**src/design/lbf_pkg.sv**
```systemverilog
// ----------------------------------------------------------------------------
// lbf_pkg
// Shared types, constants and helpers of the learning bridge forwarder.
// ----------------------------------------------------------------------------
`default_nettype none

package lbf_pkg;

  localparam int TABLE_ENTRIES_DEF = 64;
  localparam int PORTS_DEF         = 8;

  localparam int MAC_W   = 48;
  localparam int TICK_W  = 32;
  localparam int PORT_W  = 3;
  localparam int MASK_W  = 8;
  localparam int NPORT_W = 4;
  localparam int PTYPE_W = 2;

  localparam int GROUP_BIT = 40;

  localparam int CFG_IDX_W  = 2;
  localparam int CFG_DATA_W = 48;

  // register indexes
  localparam logic [CFG_IDX_W-1:0] CFG_LEARN_EN  = 2'd0;
  localparam logic [CFG_IDX_W-1:0] CFG_EXPIRY    = 2'd1;
  localparam logic [CFG_IDX_W-1:0] CFG_BRIDGE    = 2'd2;
  localparam logic [CFG_IDX_W-1:0] CFG_NUM_PORTS = 2'd3;

  localparam logic [TICK_W-1:0]  EXPIRY_RESET    = 32'd300;
  localparam logic [NPORT_W-1:0] NUM_PORTS_RESET = 4'd8;

  // packet type codes
  localparam logic [PTYPE_W-1:0] PT_HOST  = 2'd0;
  localparam logic [PTYPE_W-1:0] PT_BCAST = 2'd1;
  localparam logic [PTYPE_W-1:0] PT_MCAST = 2'd2;
  localparam logic [PTYPE_W-1:0] PT_OTHER = 2'd3;

  typedef struct packed {
    logic              valid;
    logic [MAC_W-1:0]  mac;
    logic [PORT_W-1:0] port;
    logic [TICK_W-1:0] expiry;
  } lbf_entry_t;

  // item context handed to the result logic
  typedef struct packed {
    logic               mode;
    logic [PORT_W-1:0]  in_port;
    logic [PTYPE_W-1:0] ptype;
    logic               to_bridge;
  } lbf_ctl_t;

  // outcome of the table passes
  typedef struct packed {
    logic              hit;
    logic [PORT_W-1:0] port;
    logic              dropped;
  } lbf_look_t;

  typedef struct packed {
    logic              deliver_local;
    logic [MASK_W-1:0] egress_mask;
    logic              flooded;
    logic              learn_dropped;
  } lbf_res_t;

  // active port count: num_ports clamped to the port count of the build
  function automatic logic [NPORT_W-1:0] act_ports(input logic [NPORT_W-1:0] n,
                                                   input int unsigned ports);
    if (32'(n) > ports) return NPORT_W'(ports);
    return n;
  endfunction

endpackage

`default_nettype wire

```
**src/design/lbf_fwd_calc.sv**
```systemverilog
// ----------------------------------------------------------------------------
// lbf_fwd_calc
// Forwarding decision: local delivery, egress mask and flags of one item.
// ----------------------------------------------------------------------------
`default_nettype none

module lbf_fwd_calc #(
  parameter int PORTS = lbf_pkg::PORTS_DEF
) (
  input  lbf_pkg::lbf_ctl_t             ctl,
  input  lbf_pkg::lbf_look_t            look,
  input  logic [lbf_pkg::NPORT_W-1:0]   num_ports,
  output lbf_pkg::lbf_res_t             res
);

  logic [lbf_pkg::NPORT_W-1:0] act;
  logic [lbf_pkg::MASK_W-1:0]  all_m;
  logic [lbf_pkg::MASK_W-1:0]  others;
  logic [lbf_pkg::MASK_W-1:0]  single;
  logic                        look_ok;
  logic                        in_act;

  always_comb begin
    act = lbf_pkg::act_ports(num_ports, PORTS);
    for (int j = 0; j < lbf_pkg::MASK_W; j++) begin
      all_m[j] = (lbf_pkg::NPORT_W'(j) < act);
    end
    others  = all_m & ~(lbf_pkg::MASK_W'(1) << ctl.in_port);
    single  = lbf_pkg::MASK_W'(1) << look.port;
    // learned port must still be active
    look_ok = look.hit && ({1'b0, look.port} < act);
    in_act  = {1'b0, ctl.in_port} < act;

    res = '0;
    if (ctl.mode) begin
      if (look_ok) begin
        res.egress_mask = single;
      end else begin
        res.egress_mask = all_m;
        res.flooded     = 1'b1;
      end
    end else if (in_act) begin
      priority if (ctl.ptype == lbf_pkg::PT_BCAST || ctl.ptype == lbf_pkg::PT_MCAST) begin
        res.deliver_local = 1'b1;
        res.egress_mask   = others;
        res.flooded       = 1'b1;
        res.learn_dropped = look.dropped;
      end else if (ctl.to_bridge) begin
        res.deliver_local = 1'b1;
        res.learn_dropped = look.dropped;
      end else if (ctl.ptype == lbf_pkg::PT_OTHER) begin
        res.learn_dropped = look.dropped;
        if (look_ok && look.port != ctl.in_port) begin
          res.egress_mask = single;
        end else begin
          res.egress_mask = others;
          res.flooded     = 1'b1;
        end
      end else begin
        res = '0;
      end
    end
  end

endmodule

`default_nettype wire

```
**config.mk**
```make
export PLATFORM = sky130hd
export DESIGN_NAME = lbf_fwd_calc
export DESIGN_NICKNAME = d
export VERILOG_FILES = /design/src/design/lbf_pkg.sv /design/src/design/lbf_fwd_calc.sv
export SDC_FILE = /design/constraint.sdc
export NUM_CORES = 1
export LEC_CHECK = 0
export ABC_AREA = 1
export ABC_CLOCK_PERIOD_IN_PS = 3350
export BUFFER_PORTS_ARGS = -buffer_cell sky130_fd_sc_hd__buf_4
export CAP_MARGIN = 25
export CELL_PAD_IN_SITES_DETAIL_PLACEMENT = 0
export CELL_PAD_IN_SITES_GLOBAL_PLACEMENT = 1
export CORE_MARGIN = 2
export CORE_UTILIZATION = 28
export DETAILED_ROUTE_END_ITERATION = 12
export PLACE_DENSITY_LB_ADDON = 0.25
export SLEW_MARGIN = 5
export SYNTH_ARGS = -nofsm -noshare
export SYNTH_HDL_FRONTEND = slang
export SYNTH_SLANG_ARGS = --single-unit
```
**constraint.sdc**
```tcl
create_clock -name vclk -period 3.35
set_clock_uncertainty 0.05 [all_clocks]
set_input_delay 0 -clock vclk [all_inputs]
set_output_delay 0 -clock vclk [all_outputs]
set_load 0.03 [all_outputs]
```
**Yosys cells after proc, flatten, opt, wreduce, memory -nomap -nowiden**

Cells that the tools add are included.

- Word-level logic and storage cells: 38
- Input bits: 16
- Register bits after elaboration: 0

- Reduce and logical (&&, ||, !) cells: 3
- Shift operators: 2
- Order comparisons: 11
- Multiplexer cells: 16
- Bitwise gates (word level): 2
- Equality and inequality tests: 4

Operator list:

| cell | count |
|---|---|
| 2-to-1 mux 11 bit | 2 |
| 2-to-1 mux 9 bit | 2 |
| less-than comparator 3 x 4 -> 1 bit (first input constant) | 4 |
| 2-to-1 mux 8 bit | 2 |
| << shifter 1 x 3 -> 8 bit (first input constant) | 2 |
| 2-to-1 mux 10 bit | 1 |
| AND 8 bit | 1 |
| less-than comparator 1 x 4 -> 1 bit (first input constant) | 2 |
| less-than comparator 2 x 4 -> 1 bit (first input constant) | 2 |
| less-than comparator 3 x 4 -> 1 bit | 2 |
| 2-to-1 mux 4 bit | 2 |
| NOT 8 bit | 1 |
| 2-to-1 mux 1 bit | 7 |
| equality test 2 bit (second input constant) | 2 |
| greater-than comparator 4 bit (second input constant) | 1 |
| != test 3 bit | 1 |
| equality test 2 x 1 -> 1 bit (second input constant) | 1 |
| logical AND 1 bit | 2 |
| logical OR 1 bit | 1 |

**Logic depth before layout (Yosys ltp)**

Gate-level depths: netlist (run 1).

- Depth in word-level cells: 12
- Gate-level depth with buffers: 13
- Mapped depth without buffers: 13

**Worst setup path before layout (run 1)**

Ideal clock, no wire load.

- Kind: input to output
- Start: input num_ports[1] in the netlist's numbering
- End: output res[10] in the netlist's numbering
- Buffers on the path: 0
- Arrival: 1.471 ns
- Stages: 9
- Slack: 1.829 ns
- Cells stage by stage: inv_1 > nor2_1 > inv_1 > ha_1 > a21oi_1 > o21ai_0 > nor2_2 > inv_1 > a21oi_1

RTL lines:

| what | RTL line | text |
|---|---|---|
| start: declaration | lbf_fwd_calc.sv:12 | `input logic [lbf_pkg::NPORT_W-1:0] num_ports,` |
| end: declaration | lbf_fwd_calc.sv:13 | `output lbf_pkg::lbf_res_t res` |

==> results of run 1 <==
==> synthesized netlist by cell type <==
cell type                  count  area share
sky130_fd_sc_hd__nand2_4       1       0.013
sky130_fd_sc_hd__nor3_1        3       0.017
sky130_fd_sc_hd__inv_2         2      0.0086
sky130_fd_sc_hd__inv_4         1      0.0072
sky130_fd_sc_hd__o31ai_1       1      0.0086
sky130_fd_sc_hd__buf_2         2       0.011
sky130_fd_sc_hd__nand2_2       4       0.029
sky130_fd_sc_hd__inv_1        20       0.086
sky130_fd_sc_hd__clkinv_4      1       0.010
sky130_fd_sc_hd__a21oi_1       3       0.017
sky130_fd_sc_hd__nor2_1        8       0.034
sky130_fd_sc_hd__o211ai_1      7       0.060
sky130_fd_sc_hd__or2_2         8       0.057
sky130_fd_sc_hd__nand4_4       1       0.024
sky130_fd_sc_hd__nor2_2        1      0.0072
sky130_fd_sc_hd__nand4_1       8       0.057
sky130_fd_sc_hd__o21ai_2       1       0.010
sky130_fd_sc_hd__o22ai_1       1      0.0072
sky130_fd_sc_hd__nand3_2       2       0.023
sky130_fd_sc_hd__o21ai_1       1      0.0057
sky130_fd_sc_hd__a21oi_4       1       0.019
sky130_fd_sc_hd__o21bai_1      1      0.0086
sky130_fd_sc_hd__ha_1          5       0.072
sky130_fd_sc_hd__a31oi_1       1      0.0072
sky130_fd_sc_hd__nand2_1      61        0.26
sky130_fd_sc_hd__o21ai_0       7       0.040
sky130_fd_sc_hd__nand3_1      17       0.097
==> stage by stage <==
stage / cell area (um^2) / hold slack (ns)
floorplan: 873.3 / 0.1205
global placement: 1107 / 0.3094
detailed placement: 1107 / 0.3167
CTS: 1107 / 0.3167
global route: 1107 / 0.3560
finish: 1107 / 0.3123
==> where the power goes <==
| group | leakage [nW] | total, mW | switching (mW) | internal (mW) |
|---|---|---|---|---|
| clock | 0 | 0 | 0 | 0 |
| sequential | 0 | 0 | 0 | 0 |
| combinational | 0.582 | 0.209 | 0.132 | 0.0770 |
==> layout make-up <==
class | instances | area, um^2
Fill cell | 350 | 1896
Timing Repair Buffer | 27 | 202.7
Multi-Input combinational cell | 143 | 765.7
Tap cell | 33 | 41.29
Inverter | 24 | 97.59
==> routing by layer <==
| layer | GRT usage | vias up | share of wire | routed length (um) |
|---|---|---|---|---|
| li1 | - | 617 | - | - |
| met1 | 0.2252 | 524 | 0.45 | 1328 |
| met2 | 0.3230 | 36 | 0.51 | 1511 |
| met3 | 0.002165 | 0 | 0.043 | 127 |
| met4 | 0.02540 | 0 | 0 | 0 |
| met5 | 0 | - | 0 | 0 |
==> path summary, 6_finish.rpt <==
check                    start     end  slack [ns]  depth (start not counted)
setup / recovery  num_ports[3]  res[7]        1.58                         12
hold / removal         look[0]  res[0]        0.31                          4
==> cells by family (layout without fill, tap and decap cells) <==
| family | count (synthesis) | count (layout) | share of synthesized area |
|---|---|---|---|
| buffers and inverters | 26 | 51 | 0.1232 |
| adder cells (fa/ha/maj) | 5 | 5 | 0.07163 |
| AND/OR/NAND/NOR | 114 | 114 | 0.6218 |
| AO/OA/AOI/OAI | 24 | 24 | 0.1834 |
==> flow_results.org, run 1 <==
** Detailed routing
- Overall via count from detail_route :: 1,177
- DRT antenna net count :: 0
- In the final routed layout, each cell accounts on average for 13.07 um.
- The pre-antenna-repair detailed-routing pass consisted of 4 iterations.
- After the first detailed-routing iteration, the DRC count stood at 45.
- Detailed-route DRC error count :: 0
- After detailed routing, the total wire length is 2.967 mm.
- Post-DR vias/cell :: 5.185

** Timing
- Final-report setup violation count :: 0
- Slew at the pin closest to its max-slew limit :: 0.6141 ns
- Of the available clock period, the critical path in the final layout requires 0.5295.
- Number of slew-limit violations in the final report :: 0
- Final critical delay including setup and external delays :: 1.774 ns
- After layout, the worst setup slack is 1.576 ns.
- Measured against its own limit, the worst slew margin works out to 0.5891.
- The final number of hold-violating endpoints came to 0.
- Highest attainable clock frequency :: 563.8 MHz
- Unrepaired setup endpoints after global routing :: false
- Setup tns final :: 0 ns

** Cells and area
- Final Non-Filler Cells :: 227
- After layout, the clock buffer instance count stands at 0.
- In the layout the commonest cells are sky130_fd_sc_hd__nand2_1, sky130_fd_sc_hd__buf_4, sky130_fd_sc_hd__inv_1.
- Once layout is complete, the utilization of the core stands at 0.3688.
- The number of antenna diodes in the final layout is 0.
- Most common cell after layout, fill and taps aside :: sky130_fd_sc_hd__nand2_1
- After the last flow step, the layout net total stands at 217.
- Sequential cells placed in the final layout were counted as 0.
- Area of all sequential standard cells :: 0 um^2
- Relative area change from synthesis to final layout :: 26.79%
- In the final layout, the share of cells above drive strength 1 is 0.2577.

** Placed design
- Number of input and output port buffers inserted :: 27
- Detailed placement finished with a half-perimeter wire length of 2.428 mm.
- Worst slack at placement :: 1.564 ns
- After detailed placement, the design holds a cell count of 227.
- Routability-driven placement finished with a final weighted congestion of 0.8018.

** Die
- The die is 59.85 um tall.
- Cell row count :: 20
- I/O pin count :: 27
- The initial utilization of the core area, before any placement, comes to 0.2908.
- The die covers 3582 um^2.
- Total core area :: 3003 um^2
- The die is 59.85 um wide.

** Status
- Outcome :: finished clean

** Hold path
- The worst hold path belongs to the class in -> out.

** Setup path
- Setup crit end kind :: output port
- Crit-path max cell delay :: 0.28 ns
- For the worst setup path, the data arrival time is 1.72 ns.
- By startpoint and endpoint, the worst setup path is classified as in -> out.
- STA classifies the critical path startpoint as an input pin.
- Critical Path Slowest Stage Cell :: sky130_fd_sc_hd__ha_1
- Together, buffers and inverters on the worst path number 5.
- The signal on the critical path passes through buf_4 > inv_4 > nand2_1 > ha_1 > inv_1 > nor2_1 > a21oi_4 > nand2_4 > clkinv_4 > o211ai_1 > nand2_1 > buf_4.
- STA puts the critical path data required time at 3.30 ns.
- Top cell family by delay on the critical path :: buffers and inverters
- Critical path peak fanout :: 10

** GRT
- The first global-routing pass estimated 4.912 mm of wire.
- In the global route stage, overall resource usage came out at 0.1734.
- Pin count of the biggest net entering global routing :: 11
- Summed over all layers, the global routing overflow is 0.
- The via count of the first global-routing pass is 1,036.
- The initial antenna violation count is 0.

** Synth
- Counting distinct cell types in the post-synthesis netlist gives 27.
- For this run, the register share of the synthesized area comes to 0.
- For this run, the number of Yosys warnings is 0.
- A synthesized cell averages 5.168 um^2.
- When the netlist entered floorplanning its net count stood at 190.
- In this run the cell area of the synthesized design comes to 873.3 um^2.
- Synthesis produced 169 cells.

** Pwr
- The worst-case IR drop observed on VDD is 0.00005078 V.
- Summed over all cells, the static leakage comes to 0.5822 nW.
- Tot Pwr :: 0.2090 mW
- Power density over cell area :: 188.7 nW/um^2

** CTS
- Post-CTS setup buffer count :: 0
- In this run, post-CTS hold repair placed 0 buffers.
- Resized Gates After CTS :: 0

** Run
- The tool flagged a number of max-cap violations equal to 0.
Power figures use the tool's default switching activity.
==> inputs of run 2 (changes only) <==
Settings changed: ABC_CLOCK_PERIOD_IN_PS 3350 to 1400.
Clock period 3.35 ns to 1.4 ns, I/O delays scaled along.
==> flow_results.org, run 2 (synthesis gave the netlist of run 1 again) <==
** Status
- The run finished, with violations left.
- The checks that failed: setup timing.

** Setup path
- Data required time at the worst endpoint :: 1.35 ns (-1.95 ns)
- The cell family contributing the most delay on the critical path is simple AND/OR/NAND/NOR gates.
- Crit path DAT :: 1.44 ns (-0.28 ns)
- CP cell instances :: buf_6 > inv_4 > nand2_4 > ha_4 > inv_2 > nor2_4 > a21oi_4 > nand2_4 > clkinv_4 > o211ai_1 > nand2_1 > buf_6
- On the critical path, the stage with the largest delay is an instance of sky130_fd_sc_hd__ha_4.
- The critical-path maximum fanout came to 8 (-2).
- STA classifies the critical path startpoint as an input pin.
- The number of buffers and inverters on the critical path came to 5 (unchanged).
- Category of the critical setup timing path :: in -> out
- Setup crit end kind :: output port
- The critical path's largest stage delay is 0.25 ns (-0.03 ns).

** Cells and area
- Number of clock buffer instances in the layout :: 0 (unchanged)
- Highest-count cells in the layout ignoring fill and taps :: sky130_fd_sc_hd__nand2_1, sky130_fd_sc_hd__buf_4, sky130_fd_sc_hd__nand3_1
- Final Non-Filler Cells :: 255 (+12%)
- Area of all sequential standard cells :: 0 um^2 (unchanged)
- The number of nets in the finished design is 245 (+13%).
- The area occupied by multi-input gates is 904.6 um^2 (+18%).
- The flip-flop and latch count was 0 (unchanged).
- The count of inserted antenna diode cells is 0 (unchanged).
- The library cell used most frequently in the layout, excluding fill and tap cells, is sky130_fd_sc_hd__nand2_1.
- Post-route standard cell area excluding fillers :: 1519 um^2 (+37%)
- Fill cell total of the finished layout :: 313 (-11%)
- The share of layout cells above drive strength 1 is 0.4414 (+0.1837).
- Relative area change from synthesis to final layout :: 73.93%

** Die
- Floorplan die width :: 59.85 um (unchanged)
- The row count is 20 (unchanged).
- Die height :: 59.85 um (unchanged)
- Starting Density :: 0.2908 (unchanged)
- Total core area :: 3003 um^2 (unchanged)
- I/O pin count :: 27 (unchanged)
- The die footprint came to 3582 um^2 (unchanged).

** GRT
- Initial antenna violation count :: 0 (unchanged)
- The residual overflow from global routing was 0 (unchanged).
- The overall routing resource usage came to 0.1933 (+0.01990).
- Number of global-route vias before repair :: 1,166 (+13%)
- Pin count of the biggest net entering global routing :: 11 (unchanged)
- First-pass GRT wire length :: 5.368 mm (+9.3%)

** Timing
- The final setup slack of the worst path came to -0.08512 ns (-1.661 ns).
- The normalized max-slew margin was 0.7412 (+0.1522).
- For the finished layout, the period the worst path requires is 1.485 ns.
- Setup repair after global routing could not meet its margin everywhere.
- The transition time at the pin with the least slew margin is 0.3848 ns (-0.2293 ns).
- The final number of max-transition violations came to 0 (unchanged).
- Static timing analysis puts the maximum clock frequency at 673.3 MHz.
- Crit share post-route :: 1.061
- The final number of hold-violating endpoints is 0 (unchanged).
- The total setup violations reported at the end of the flow came to 11 (+11).

** Placed design
- Number of input and output port buffers inserted :: 27 (unchanged)
- Placed standard-cell area :: 1266 um^2 (+14%)
- The HPWL after detailed placement came to 2.579 mm (+6.2%).
- Global placer's final weighted congestion :: 0.8576 (+7.0%)
- Number of placed instances with taps included :: 247 (+8.8%)

** Detailed routing
- Post-DR vias/cell :: 5.024 (-3.1%)
- The number of search-and-repair iterations in the first detailed-routing pass was 4 (unchanged).
- Detailed-route DRC error count :: 0 (unchanged)
- The detail-routed net length per standard cell is 12.96 um (-0.81%).
- Overall routed net length :: 3.306 mm (+11%)
- The count of nets left with antenna violations after detail routing is 0 (unchanged).
- Overall via count from detail_route :: 1,281 (+8.8%)
- Count of routing violations after the opening detailed-route iteration :: 53 (+18%)

** Run
- Max-capacitance violation count :: 0 (unchanged)

** Pwr
- The power density over the cells came to 446.1 nW/um^2 (+140%).
- The reported leakage power was 0.7507 nW (+29%).
- The total power of the final layout is 0.6776 mW (+220%).
- The worst ir drop on vdd came to 0.0001821 V (+260%).

** CTS
- Hold buffer count at CTS :: 0 (unchanged)

** Hold path
- In this run the worst hold path is classified as in -> out.
-- run 2: tightest hold or removal path, delay by kind of cell --
family	cells	cell delay, ns
AO/OA/AOI/OAI	1	0.10
buffers and inverters	2	0.23
AND/OR/NAND/NOR	1	0.05
-- run 2: cell type report --
type,count,share of cell area
Timing Repair inverter,1,0.005766
Inverter,24,0.06754
Tap cell,33,0.02718
Multi-Input combinational cell,144,0.5956
Timing Repair Buffer,53,0.3040
-- run 2: worst paths after layout --
path	startpoint	endpoint	slack [ns]	cells past startpoint
max	num_ports[3]	res[7]	-0.09	12
min	look[0]	res[0]	0.33	4
-- run 2: per-stage QoR --
| step | worst slack, ns | setup TNS, ns | hold slack, ns | util |
|---|---|---|---|---|
| 4_1_cts | -0.1045 | -0.7237 | 0.3269 | 0.4758 |
| 5_1_grt | -0.2102 | -1.681 | 0.3411 | 0.5058 |
| 2_1_floorplan | 0.02762 | 0 | 0.09486 | - |
| 6_report | -0.08512 | -0.5941 | 0.3283 | 0.5058 |
| 3_3_place_gp | -0.2445 | -2.217 | 0.3153 | 0.4217 |
| 3_5_place_dp | -0.2802 | -2.594 | 0.3294 | 0.4217 |
-- run 2: timing repair --
action,4_1_cts,5_1_grt
buffers inserted,3,3
gates resized for setup,34,12
cloned,2,0
pin swaps,17,12
endpoints found under the setup margin,11,11
-- run 2: routing by layer --
| metal | wire length, um | GRT usage | part of all wire |
|---|---|---|---|
| met2 | 1753 | 0.3602 | 0.53 |
| met5 | 0 | 0 | 0 |
| met3 | 116 | 0.01515 | 0.035 |
| met4 | 46 | 0.02540 | 0.014 |
| met1 | 1389 | 0.2445 | 0.42 |
-- run 2: power breakdown --
part	internal, mW	switching, mW
clock	0	0
sequential	0	0
combinational	0.300	0.378
total	0.300	0.378
==> inputs of run 3 (changes only) <==
Settings changed: ABC_AREA 1 to 0, GPL_TIMING_DRIVEN set to 0.
==> flow_results.org, run 3 <==
** Die
- The initial core utilization was 0.2978 (+0.006962).
- Die height :: 58.39 um (-2.4%)
- Cell row count :: 19 (-5.0%)
- The placeable core region was 2781 um^2 (-7.4%).
- The count of boundary I/O pins is 27 (unchanged).
- Die footprint :: 3409 um^2 (-4.8%)
- The die outline width is 58.39 um (-2.4%).

** Status
- The checks that failed: setup timing.
- The run finished, with violations left.

** Run
- The max-cap check violation count came to 0 (unchanged).

** Timing
- Total count of hold-check failures in the final report :: 0 (unchanged)
- The final clock period utilization by the worst path came to 1.472 (+0.4113).
- Final-report setup violation count :: 11 (unchanged)
- The final setup slack of the worst path came to -0.6609 ns (-0.5758 ns).
- The transition time at the pin with the least slew margin was 0.4664 ns (+0.08160 ns).
- The top achievable clock speed came to 485.2 MHz (-28%).
- Relative slew slack :: 0.6866 (-0.05460)
- The final number of max-transition violations was 0 (unchanged).
- Setup tns final :: -5.526 ns (-4.932 ns)
- Unrepaired setup endpoints after global routing :: true
- The post-layout minimum cycle time came to 2.061 ns (+0.5758 ns).

** Cells and area
- The number of nets in the finished design came to 192 (-22%).
- Antenna cell count :: 0 (unchanged)
- The filler-free cell count of the finished design is 200 (-22%).
- The area growth from synthesis to layout is 77.79%.
- Sequential cell count :: 0 (unchanged)
- The top cell types in the final layout, fill and taps aside, are sky130_fd_sc_hd__buf_4, sky130_fd_sc_hd__buf_6, sky130_fd_sc_hd__nor2_1.
- Most common cell after layout, fill and taps aside :: sky130_fd_sc_hd__buf_4
- Area of the multi-input gates :: 937.1 um^2 (+3.6%)
- Number of clock buffer instances in the layout :: 0 (unchanged)
- Area of all sequential standard cells :: 0 um^2 (unchanged)
- Fraction of final layout cells sized beyond drive strength 1 :: 0.5089 (+0.06743)
- Fraction of the core area covered by cells at the end of the flow :: 0.5295 (+0.02363)
- Fill cell total of the finished layout :: 267 (-15%)

** Pwr
- Tot Pwr :: 0.6800 mW (+0.36%)
- The reported leakage power came to 0.5887 nW (-22%).
- The worst ir drop on vdd is 0.0002792 V (+53%).
- The power density over the cells came to 461.8 nW/um^2 (+3.5%).

** Setup path
- The critical path in this run is classified as in -> out.
- Worst path buffer plus inverter count :: 3 (-2)
- STA classifies the critical path endpoint as an output port.
- Count of cell instances traversed by the critical path :: 10 (-2)
- Among cell families on the critical path, the largest total delay comes from simple AND/OR/NAND/NOR gates.
- Sort of element at the start of the critical path :: input pin
- The arrival time of the worst setup path came to 2.01 ns (+0.57 ns).
- Critical path peak fanout :: 4 (-4)
- The slowest stage of the critical path belongs to the cell sky130_fd_sc_hd__or3_4.
- The critical path's largest stage delay was 0.41 ns (+0.16 ns).
- Data required time at the worst endpoint :: 1.35 ns (about the same)
- CP cell instances :: buf_12 > clkbuf_16 > nand2b_4 > ha_4 > a21oi_4 > o21ai_4 > or3_4 > mux2_4 > a211o_4 > buf_6

** GRT
- The wire length of the first global-routing pass came to 5.285 mm (-1.5%).
- The overall routing resource usage is 0.1936 (+0.0003446).
- The initial antenna violation count was 0 (unchanged).
- Number of global-route vias before repair :: 1,084 (-7.0%)
- Pin count of the biggest net entering global routing :: 11 (unchanged)
- The residual overflow from global routing came to 0 (unchanged).

** Hold path
- Hold Path Depth :: 3 (-1)
- The tightest min-delay check is of the in -> out type.

** Detailed routing
- DRT antenna net count :: 0 (unchanged)
- The first-iteration detailed-routing DRC count was 25 (-53%).
- Average detailed-routed wire length per instance :: 16.19 um (+25%)
- Post-DR vias/cell :: 5.795 (+15%)
- The via count is 1,159 (-9.5%).
- The number of remaining DRC errors came to 0 (unchanged).
- The post-detailed-routing wire length was 3.238 mm (-2.1%).
- The number of search-and-repair iterations in the first detailed-routing pass came to 4 (unchanged).

** Synth
- The number of standard cells after synthesis came to 122 (-28%).
- The synthesized area was 828.3 um^2 (-5.2%).
- The biggest area contributor in the post-synthesis netlist is sky130_fd_sc_hd__ha_1.
- The fraction of synthesized cell area taken by the top area cell type was 0.07553 (-0.1866).
- Number of warnings printed during yosys synthesis :: 0 (unchanged)
- The portion of the post-synthesis area used by sequential elements was 0 (unchanged).
- The synthesized area per cell came to 6.789 um^2 (+31%).
- Nets in the synthesized netlist :: 143 (-25%)
- Count of distinct cell types in the synthesized netlist :: 48 (+78%)
- Most area-consuming cells after synthesis :: sky130_fd_sc_hd__ha_1, sky130_fd_sc_hd__o211ai_1, sky130_fd_sc_hd__a21oi_1
- Most common library cells after synthesis :: sky130_fd_sc_hd__nand2_1, sky130_fd_sc_hd__nor2_1, sky130_fd_sc_hd__a21oi_1, sky130_fd_sc_hd__nand3_1

** Placed design
- The number of port buffers came to 23 (-15%).
- Number of placed instances with taps included :: 176 (-29%)
- The final weighted congestion in routability-driven placement came to 0.8948 (+4.3%).
- Worst slack at placement :: -0.8785 ns (-0.5982 ns)
- Total half-perimeter wirelength after legalization and detailed placement :: 2.193 mm (-15%)

** CTS
- The hold buffer count at cts came to 0 (unchanged).
[run 3: changes by cell type after synthesis, moves of 4 or more]
cell	previous run	this run
sky130_fd_sc_hd__or2_2	8	0
sky130_fd_sc_hd__nand2b_1	0	7
sky130_fd_sc_hd__buf_2	2	6
sky130_fd_sc_hd__a21oi_1	3	9
sky130_fd_sc_hd__nand2_1	61	11
sky130_fd_sc_hd__nand3_1	17	8
sky130_fd_sc_hd__nand2_2	4	0
sky130_fd_sc_hd__clkbuf_1	0	4
sky130_fd_sc_hd__nand4_1	8	0
sky130_fd_sc_hd__inv_1	20	0
[run 3: final timing paths]
path	from	end	slack, ns
worst max-delay path	num_ports[3]	res[4]	-0.66
worst min-delay path	look[0]	res[0]	0.30
[run 3: metal layers]
layer / vias up / track usage / share of wire
met5: - / 0 / 0
met1: 551 / 0.2829 / 0.45
li1: 576 / - / -
met3: 7 / 0.01758 / 0.035
met4: 0 / 0.04319 / 0.026
met2: 25 / 0.3066 / 0.48
[run 3: power breakdown]
part           total [mW]  switching, mW  internal [mW]
logic               0.680          0.353          0.327
clock network           0              0              0
registers               0              0              0
total               0.680          0.353          0.327
[run 3: kinds of logic after synthesis]
logic type,share of synthesized area
mux,0.04380
fa+ha+maj,0.07553
compound gates,0.4018
buf+inv,0.06797
xor+xnor,0.03173
simple gates,0.3792
[run 3: timing repair]
action                                  CTS  global route
gates cloned                              0             1
pin swaps                                18             7
buffers inserted                         17             6
endpoints found under the setup margin   11            11
gates resized for setup                  19            10
[run 3: through the flow]
stage	cell area [um^2]	hold slack, ns
floorplan	954.7	0.09295
global placement	1166	0.3268
detailed placement	1166	0.3263
CTS	1375	0.3019
global route	1473	0.3086
finish	1473	0.3011
[run 3: layout make-up]
cell class                 count  share of cell area
multi-input combinational    111              0.6364
timing repair buffer          47              0.2736
buffer                        11             0.06372
tap                           31             0.02634
